File: config.mk
export PLATFORM = sky130hd
export DESIGN_NAME = calendar_to_tick_count_core
export DESIGN_NICKNAME = d
export VERILOG_FILES = /design/src/hdl/cttc_pkg.sv /design/src/hdl/cttc_calendar.sv /design/src/hdl/cttc_scale.sv /design/src/hdl/calendar_to_tick_count_core.sv
export VERILOG_INCLUDE_DIRS = /design/src /design/src/hdl
export SDC_FILE = /design/constraint.sdc
export NUM_CORES = 2
export LEC_CHECK = 0
export BUFFER_PORTS_ARGS = -buffer_cell sky130_fd_sc_hd__buf_2
export CELL_PAD_IN_SITES_DETAIL_PLACEMENT = 1
export CELL_PAD_IN_SITES_GLOBAL_PLACEMENT = 1
export CORE_ASPECT_RATIO = 1.2
export CORE_MARGIN = 2
export CORE_UTILIZATION = 56
export DETAILED_ROUTE_END_ITERATION = 10
export GPL_ROUTABILITY_DRIVEN = 0
export PLACE_DENSITY_LB_ADDON = 0.1
export SKIP_CTS_REPAIR_TIMING = 1
export SKIP_LAST_GASP = 1
export SLEW_MARGIN = 10
export SYNTH_ARGS = -nofsm -noshare
export SYNTH_HDL_FRONTEND = slang
export SYNTH_HIERARCHICAL = 1
export SYNTH_SLANG_ARGS = --single-unit
File: constraint.sdc
create_clock -name clk -period 16.5 [get_ports clk]
set_clock_uncertainty 0.05 [all_clocks]
set_input_delay 1.65 -clock clk [delete_from_list [all_inputs] [get_ports clk]]
set_output_delay 1.65 -clock clk [all_outputs]
set_load 0.02 [all_outputs]
File: src/hdl/calendar_to_tick_count_core_macros.svh
// Assertion macros for the calendar to tick count core.
`ifndef CALENDAR_TO_TICK_COUNT_CORE_MACROS_SVH
`define CALENDAR_TO_TICK_COUNT_CORE_MACROS_SVH

`ifndef ASSERT_OFF
// Same-cycle implication, ignored while in reset.
`define CTTC_ASSERT_IMPLY(label, clock, reset_n, ante, cons) \
    label: assert property (@(posedge clock) disable iff (!reset_n) (ante) |-> (cons)) \
        else $error("%m: implication check failed");
// Implication after a fixed number of cycles, ignored while in reset.
`define CTTC_ASSERT_LATENCY(label, clock, reset_n, ante, cycles, cons) \
    label: assert property (@(posedge clock) disable iff (!reset_n) \
        (ante) |-> ##cycles (cons)) \
        else $error("%m: latency check failed");
`else
`define CTTC_ASSERT_IMPLY(label, clock, reset_n, ante, cons)
`define CTTC_ASSERT_LATENCY(label, clock, reset_n, ante, cycles, cons)
`endif

`endif

File: src/hdl/cttc_pkg.sv
// Types, constants and tables shared by the calendar to tick count core.
package cttc_pkg;

    localparam int YEAR_W  = 14;
    localparam int NS10_W  = 29;
    localparam int DAYS_W  = 25;
    localparam int SECS_W  = 17;
    localparam int TOTAL_W = 40;
    localparam int TICKS_W = 64;

    // Reciprocal for y / 100 on 14-bit years: (y * 5243) >> 19.
    localparam logic [12:0] DIV100_MUL   = 13'd5243;
    localparam int          DIV100_SHIFT = 19;
    // Reciprocal for ns / 10 on 32-bit values: (ns * 0xCCCCCCCD) >> 35.
    localparam logic [31:0] DIV10_MUL    = 32'hCCCC_CCCD;
    localparam int          DIV10_SHIFT  = 35;

    localparam logic [8:0]  DAYS_PER_YEAR   = 9'd365;
    localparam logic [12:0] MONTH_DAY_MUL   = 13'd7826;
    localparam logic [8:0]  DAY_OFFSET      = 9'd397;
    localparam logic [16:0] SECS_PER_DAY    = 17'd86400;
    localparam logic [11:0] SECS_PER_HOUR   = 12'd3600;
    localparam logic [5:0]  SECS_PER_MINUTE = 6'd60;
    localparam logic [26:0] TICKS_PER_SEC   = 27'd100000000;
    localparam logic [31:0] NS_LIMIT        = 32'd1000000000;
    localparam logic [6:0]  CENTURY         = 7'd100;
    localparam logic [8:0]  QUAD_CENTURY    = 9'd400;

    localparam logic STATUS_OK    = 1'b0;
    localparam logic STATUS_RANGE = 1'b1;

    localparam logic [3:0] MONTH_JAN = 4'd0;
    localparam logic [3:0] MONTH_FEB = 4'd1;

    typedef struct packed {
        logic [YEAR_W-1:0] year;
        logic [7:0]        month;
        logic [7:0]        day_of_month;
        logic [7:0]        hour;
        logic [7:0]        minute;
        logic [7:0]        second;
        logic [31:0]       nanoseconds;
    } cttc_in_t;

    typedef struct packed {
        logic [TICKS_W-1:0] ticks;
        logic               status;
    } cttc_out_t;

    // Handoff from the calendar stages to the scaling stages.
    typedef struct packed {
        logic                     valid;
        logic                     ok;
        logic signed [DAYS_W-1:0] days;
        logic [SECS_W-1:0]        secs;
        logic [NS10_W-1:0]        ns10;
    } cttc_mid_t;

    // Last valid zero-based day of each zero-based month, February in common years.
    function automatic logic [4:0] last_day(input logic [3:0] m0);
        logic [4:0] d;
        d = 5'd0;
        case (m0)
            4'd0:    d = 5'd30;
            4'd1:    d = 5'd27;
            4'd2:    d = 5'd30;
            4'd3:    d = 5'd29;
            4'd4:    d = 5'd30;
            4'd5:    d = 5'd29;
            4'd6:    d = 5'd30;
            4'd7:    d = 5'd30;
            4'd8:    d = 5'd29;
            4'd9:    d = 5'd30;
            4'd10:   d = 5'd29;
            4'd11:   d = 5'd30;
            default: d = 5'd0;
        endcase
        return d;
    endfunction

endpackage

File: src/hdl/cttc_calendar.sv
// Field checks, leap year and day/second counts: two pipeline stages.
module cttc_calendar (
    input  logic               clk,
    input  logic               rst_n,
    input  logic               accept,
    input  cttc_pkg::cttc_in_t item,
    output cttc_pkg::cttc_mid_t mid
);
    import cttc_pkg::*;

    // Stage 1 registers
    logic              s1_valid_reg;
    logic              s1_ok_reg;
    logic [YEAR_W-1:0] s1_year_reg;
    logic [7:0]        s1_q100_reg;
    logic [7:0]        s1_month_reg;
    logic [7:0]        s1_d0_reg;
    logic [4:0]        s1_hour_reg;
    logic [5:0]        s1_minute_reg;
    logic [5:0]        s1_second_reg;
    logic [NS10_W-1:0] s1_ns10_reg;

    logic              s1_ok_next;
    logic [26:0]       q100_prod;
    logic [63:0]       ns10_prod;

    // Stage 2 registers
    logic                     s2_valid_reg;
    logic                     s2_ok_reg;
    logic signed [DAYS_W-1:0] s2_days_reg;
    logic [SECS_W-1:0]        s2_secs_reg;
    logic [NS10_W-1:0]        s2_ns10_reg;

    logic [YEAR_W-1:0] rem100;
    logic [YEAR_W-1:0] rem400;
    logic [5:0]        q400;
    logic              leap;
    logic [3:0]        m0;
    logic              day_ok;
    logic [22:0]       y365;
    logic [16:0]       month_prod;
    logic [1:0]        adj;
    logic [DAYS_W-1:0] days_next;
    logic [SECS_W-1:0] secs_next;

    assign q100_prod = {13'd0, item.year} * {14'd0, DIV100_MUL};
    assign ns10_prod = {32'd0, item.nanoseconds} * {32'd0, DIV10_MUL};

    assign s1_ok_next = (item.month != 8'd0) && (item.month <= 8'd12)
                     && (item.day_of_month != 8'd0)
                     && (item.hour < 8'd24) && (item.minute < 8'd60)
                     && (item.second < 8'd60) && (item.nanoseconds < NS_LIMIT);

    always_ff @(posedge clk or negedge rst_n)
    begin
        if (!rst_n)
        begin
            s1_valid_reg <= 1'b0;
        end
        else
        begin
            s1_valid_reg <= accept;
        end
    end

    always_ff @(posedge clk)
    begin
        s1_ok_reg     <= s1_ok_next;
        s1_year_reg   <= item.year;
        s1_q100_reg   <= q100_prod[DIV100_SHIFT +: 8];
        s1_month_reg  <= item.month;
        s1_d0_reg     <= item.day_of_month - 8'd1;
        s1_hour_reg   <= item.hour[4:0];
        s1_minute_reg <= item.minute[5:0];
        s1_second_reg <= item.second[5:0];
        s1_ns10_reg   <= ns10_prod[DIV10_SHIFT +: NS10_W];
    end

    // Leap year from the reciprocal quotient
    assign q400   = s1_q100_reg[7:2];
    assign rem100 = s1_year_reg - YEAR_W'({6'd0, s1_q100_reg} * {7'd0, CENTURY});
    assign rem400 = s1_year_reg - YEAR_W'({8'd0, q400} * {5'd0, QUAD_CENTURY});
    assign leap   = (s1_year_reg[1:0] == 2'd0) && ((rem100 != '0) || (rem400 == '0));

    assign m0     = s1_month_reg[3:0] - 4'd1;
    assign day_ok = (s1_d0_reg <= {3'd0, last_day(m0)})
                 || ((m0 == MONTH_FEB) && leap && (s1_d0_reg == 8'd28));

    assign y365       = {9'd0, s1_year_reg} * {14'd0, DAYS_PER_YEAR};
    assign month_prod = {13'd0, s1_month_reg[3:0]} * {4'd0, MONTH_DAY_MUL};
    assign adj        = ((m0 == MONTH_JAN) || (m0 == MONTH_FEB)) ? (leap ? 2'd1 : 2'd2) : 2'd0;

    // May go below zero for year zero; two's complement carries it on.
    assign days_next = DAYS_W'(y365) + DAYS_W'(s1_year_reg[YEAR_W-1:2])
                     - DAYS_W'(s1_q100_reg) + DAYS_W'(q400)
                     + DAYS_W'(month_prod[16:8]) + DAYS_W'(s1_d0_reg[4:0])
                     + DAYS_W'(adj) - DAYS_W'(DAY_OFFSET);

    assign secs_next = SECS_W'({12'd0, s1_hour_reg} * {5'd0, SECS_PER_HOUR})
                     + SECS_W'({6'd0, s1_minute_reg} * {6'd0, SECS_PER_MINUTE})
                     + SECS_W'(s1_second_reg);

    always_ff @(posedge clk or negedge rst_n)
    begin
        if (!rst_n)
        begin
            s2_valid_reg <= 1'b0;
        end
        else
        begin
            s2_valid_reg <= s1_valid_reg;
        end
    end

    always_ff @(posedge clk)
    begin
        s2_ok_reg   <= s1_ok_reg && day_ok;
        s2_days_reg <= $signed(days_next);
        s2_secs_reg <= secs_next;
        s2_ns10_reg <= s1_ns10_reg;
    end

    assign mid.valid = s2_valid_reg;
    assign mid.ok    = s2_ok_reg;
    assign mid.days  = s2_days_reg;
    assign mid.secs  = s2_secs_reg;
    assign mid.ns10  = s2_ns10_reg;

endmodule

File: src/hdl/cttc_scale.sv
// Seconds and tick scaling with split partial products: three pipeline stages.
module cttc_scale (
    input  logic                clk,
    input  logic                rst_n,
    input  cttc_pkg::cttc_mid_t mid,
    output logic                done,
    output cttc_pkg::cttc_out_t result
);
    import cttc_pkg::*;

    localparam int LO_W = 20;
    localparam int HI_W = TOTAL_W - LO_W;

    // Stage 3
    logic                      s3_valid_reg;
    logic                      s3_ok_reg;
    logic signed [TOTAL_W-1:0] s3_total_reg;
    logic [NS10_W-1:0]         s3_ns10_reg;
    logic signed [41:0]        day_secs;
    logic signed [41:0]        total_next;

    // Stage 4
    logic                      s4_valid_reg;
    logic                      s4_ok_reg;
    logic [LO_W+26:0]          s4_plo_reg;
    logic signed [HI_W+27:0]   s4_phi_reg;
    logic [NS10_W-1:0]         s4_ns10_reg;

    // Output
    logic                      done_reg;
    cttc_out_t                 result_reg;
    logic [TICKS_W-1:0]        ticks_next;

    assign day_secs   = 42'(mid.days) * 42'($signed({1'b0, SECS_PER_DAY}));
    assign total_next = day_secs + $signed({25'd0, mid.secs});

    always_ff @(posedge clk or negedge rst_n)
    begin
        if (!rst_n)
        begin
            s3_valid_reg <= 1'b0;
            s4_valid_reg <= 1'b0;
            done_reg     <= 1'b0;
        end
        else
        begin
            s3_valid_reg <= mid.valid;
            s4_valid_reg <= s3_valid_reg;
            done_reg     <= s4_valid_reg;
        end
    end

    always_ff @(posedge clk)
    begin
        s3_ok_reg    <= mid.ok;
        s3_total_reg <= total_next[TOTAL_W-1:0];
        s3_ns10_reg  <= mid.ns10;
    end

    always_ff @(posedge clk)
    begin
        s4_ok_reg   <= s3_ok_reg;
        s4_plo_reg  <= {27'd0, s3_total_reg[LO_W-1:0]} * {20'd0, TICKS_PER_SEC};
        s4_phi_reg  <= (HI_W+28)'($signed(s3_total_reg[TOTAL_W-1:LO_W]))
                     * (HI_W+28)'($signed({1'b0, TICKS_PER_SEC}));
        s4_ns10_reg <= s3_ns10_reg;
    end

    // Recombine the halves; the sum wraps modulo 2^64.
    assign ticks_next = (TICKS_W'(s4_phi_reg) << LO_W)
                      + TICKS_W'(s4_plo_reg) + TICKS_W'(s4_ns10_reg);

    always_ff @(posedge clk)
    begin
        result_reg.ticks  <= s4_ok_reg ? ticks_next : '0;
        result_reg.status <= s4_ok_reg ? STATUS_OK : STATUS_RANGE;
    end

    assign done   = done_reg;
    assign result = result_reg;

endmodule

File: src/hdl/calendar_to_tick_count_core.sv
// Top level of the calendar to tick count core.
//
//  Channel | Handshake        | Payload            | Direction
//  --------+------------------+--------------------+----------
//  item    | start, busy      | item (cttc_in_t)   | in
//  result  | done (strobe)    | result (cttc_out_t)| out
//
// A transaction is taken at every edge with start high; busy stays low.
// The stages are two calendar stages, seconds scaling, split
// partial products by 1e8, and the final recombining add.
// One result per cycle is sustained; the result is held for one cycle only.
// Reset clears the valid bits of every stage; data registers are not reset.
// The receiver cannot stall, so nothing in the pipeline ever holds.
module calendar_to_tick_count_core (
    input  logic                clk,
    input  logic                rst_n,
    input  logic                start,
    output logic                busy,
    input  cttc_pkg::cttc_in_t  item,
    output logic                done,
    output cttc_pkg::cttc_out_t result
);
    import cttc_pkg::*;

`include "calendar_to_tick_count_core_macros.svh"

    logic      accept;
    cttc_mid_t mid;

    assign busy   = 1'b0;
    assign accept = start && !busy;

    cttc_calendar u_calendar (
        .clk    (clk),
        .rst_n  (rst_n),
        .accept (accept),
        .item   (item),
        .mid    (mid)
    );

    cttc_scale u_scale (
        .clk    (clk),
        .rst_n  (rst_n),
        .mid    (mid),
        .done   (done),
        .result (result)
    );

    `CTTC_ASSERT_LATENCY(a_latency, clk, rst_n, accept, 5, done)
    `CTTC_ASSERT_IMPLY(a_no_orphan, clk, rst_n, done, $past(accept, 5))
    `CTTC_ASSERT_IMPLY(a_err_zero, clk, rst_n, done && (result.status == STATUS_RANGE), result.ticks == 64'd0)

endmodule

==> impl_metrics.tcl <==
set metrics [dict create \
    setup_violations 0 \
    drc_errors 0 \
    rows 131 \
    crit_path_end_kind "flop" \
    ys_top_cells_by_area "fa_1, ha_1, dfxtp_1" \
    required_ns 16.97 \
    drt_iter0_markers 1543 \
    grt-busiest-layer "met2" \
    design_area_um2 63500 \
    drt_pass1_iterations 5 \
    netlist_area_um2 59500 \
    grt_overflow 0 \
    path_common_cell "ha_1" \
    port_buffers 154 \
    synth_top_family_by_area "adder cells" \
    fin_util_pct 60.0 \
    yosysUniqueCellTypes 89 \
    drive_gt1_share_pct 4.31 \
    grt_max_degree 53 \
    post-route-period-util_pct 59.7 \
    dieHeight_um 361 \
    synth_edf_count 0 \
    hp-class "reg -> reg" \
    vias_per_cell 5.41 \
    fin_nets 8373 \
    max_stage_delay_ns 0.58 \
    largest_register_ffs 65 \
    dp_hpwl_um 137000 \
    reg2reg_slack_ns 6.65 \
    grtUsageMet3_pct 3.08 \
    period_needed_ns 9.85 \
    crit_path_top_delay_cell "fa_1" \
    worstSetupPathType "reg -> reg" \
    grt_pass1_wl_um 252000 \
    die-area_um2 109000 \
    dpl_cell_area_um2 61900 \
    post-place-cells 7456 \
    antenna_found_initial 3 \
    synth_top_area_share_pct 33.6 \
    hold_viol 0 \
    final_common_cell "inv_1" \
    synthCells 5931 \
    ys_seq_elements 398 \
    h-tree-depth 2 \
    crit_path_max_fanout 7 \
    mostFrequentLayoutCells "inv_1, ha_1, fa_1" \
    grt_use_total_pct 29.5 \
    yosys_warnings 6 \
    drv_cap 0 \
    cts_tree "done" \
    synth_xor_area_share_pct 4.19 \
    use_met2_pct 55.1 \
    fmax_ghz 0.102 \
    rsz0062_at_grt "false" \
    clk_pin_slew_ns 0.06 \
    synthMuxAreaShare_pct 0.0526 \
    worst_pin_slew_ns 1.23 \
    clock-sinks 398 \
    ys_seq_area_share_pct 13.4 \
    synth-compound-area-share_pct 7.81 \
    yosys.area_share.simple_pct 5.07 \
    synth_adder_area_share_pct 58.4 \
    cts_root_buffer "clkbuf_16" \
    avgSynthCellArea_um2 10.0 \
    initial_core_util_pct 56.2 \
    synth_flop_cell "dfxtp_1" \
    core_um2 106000 \
    synth_nets 8197 \
    drt-total-wl_um 155000 \
    cts_made_buffers 45 \
    slew_violations 0 \
    synth-async-reset-ratio_pct 1.26 \
    insertion_delay_ns 0.64 \
    io_pins 156 \
    yosysTopAreaCell "fa_1" \
    setup-tns-final_ns 0 \
    slew_headroom_pct 15.8 \
    die_x_um 302 \
    arrival_ns 10.32 \
    met1_usage_pct 34.8 \
    vias 40800 \
    syn2layout_area_growth_pct 6.74 \
    status "completed" \
    drtAntennaViolNets 0 \
    stdcell_count 7541 \
    wire_per_inst_um 20.6 \
    cts_buffer_depth 3 \
    grt_pass1_vias 47900 \
    cp-start-kind "flop" \
]
==> layer usage <==
layer  vias up  wire, um
met5         -        32
met4         6      6130
met3       348      5780
met2       817     81900
met1     20700     61600
li1      18900         -
==> worst paths after layout <==
path                                                        start                                  to  depth (start not counted)
worst max-delay path            u_calendar/s1_q100_reg[2]$_DFF_P_  u_calendar/s2_days_reg[23]$_DFF_P_                         36
worst min-delay path                    u_scale/s3_ok_reg$_DFF_P_           u_scale/s4_ok_reg$_DFF_P_                          0
worst max register to register  u_calendar/s1_q100_reg[2]$_DFF_P_  u_calendar/s2_days_reg[23]$_DFF_P_                         36
worst min register to register          u_scale/s3_ok_reg$_DFF_P_           u_scale/s4_ok_reg$_DFF_P_                          0
max in group asynchronous                                   rst_n      u_scale/s4_valid_reg$_DFF_PN0_                          1
min in group asynchronous                                   rst_n              u_scale/done$_DFF_PN0_                          1
==> critical path, delay by kind of cell (launching register included) <==
kind,cells,cell delay (ns)
DFF,1,0.50
and+or+nand+nor,4,0.49
xor gates and xnor gates,4,0.74
buffers and inverters,4,0.31
adders and majority gates,11,4.06
AOI/OAI and AO/OA,13,3.61
==> logic make-up (layout without fill, tap and decap cells) <==
group / count (synthesis) / after routing
AO/OA/AOI/OAI: 710 / 710
XOR/XNOR: 283 / 283
adder cells (fa/ha/maj): 2177 / 2177
buffers and inverters: 1747 / 1960
flip-flops: 398 / 398
multiplexers: 3 / 3
other: 1 / 2
AND/OR/NAND/NOR: 612 / 612
==> area by class of cell <==
class / instances / area (um^2)
Clock buffer: 56 / 1240
Timing Repair Buffer: 157 / 793
Tap cell: 1396 / 1750
Sequential cell: 398 / 7990
Inverter: 1719 / 6450
Clock inverter: 28 / 358
Fill cell: 11900 / 42400
Antenna cell: 1 / 2.50
Multi-Input combinational cell: 3786 / 44900
==> synthesized netlist by cell type (4+ instances only) <==
| cell type | instances |
|---|---|
| a21oi_1 | 212 |
| nor4_1 | 14 |
| nand2b_1 | 30 |
| o22ai_1 | 5 |
| and2_1 | 27 |
| a41oi_1 | 4 |
| nand3_1 | 64 |
| a21o_1 | 118 |
| a221oi_1 | 8 |
| a2111oi_0 | 5 |
| nand2_1 | 116 |
| a221o_1 | 4 |
| and3_1 | 16 |
| o21a_1 | 41 |
| or3_1 | 22 |
| dfrtp_1 | 5 |
| and4_1 | 6 |
| o21bai_1 | 39 |
| nor4b_1 | 4 |
| o21ai_0 | 103 |
| a21boi_0 | 8 |
| nor2b_1 | 28 |
| inv_1 | 1718 |
| o41ai_1 | 6 |
| o31ai_1 | 15 |
| fa_1 | 1000 |
| xor2_1 | 81 |
| dfxtp_1 | 393 |
| o2111ai_1 | 6 |
| nor2_1 | 179 |
| o21ai_1 | 28 |
| a31oi_1 | 17 |
| clkbuf_1 | 23 |
| o211ai_1 | 16 |
| a211oi_1 | 27 |
| or4_1 | 5 |
| ha_1 | 1177 |
| or2_2 | 9 |
| nor3_1 | 42 |
| xnor2_1 | 201 |
| nand4_1 | 36 |
==> stage by stage <==
| stage | hold slack (ns) | setup slack (ns) |
|---|---|---|
| final | 0.248 | 6.65 |
| after floorplan | 0.260 | 7.82 |
| after global routing | 0.266 | 5.85 |
| after detailed placement | 0.263 | 6.51 |
| after global placement | 0.260 | 6.51 |
| after CTS | 0.248 | 6.58 |
Power is left out: the tool's default activity adds up to more than one toggle a clock period on the data nets, which glitch-free logic cannot reach.
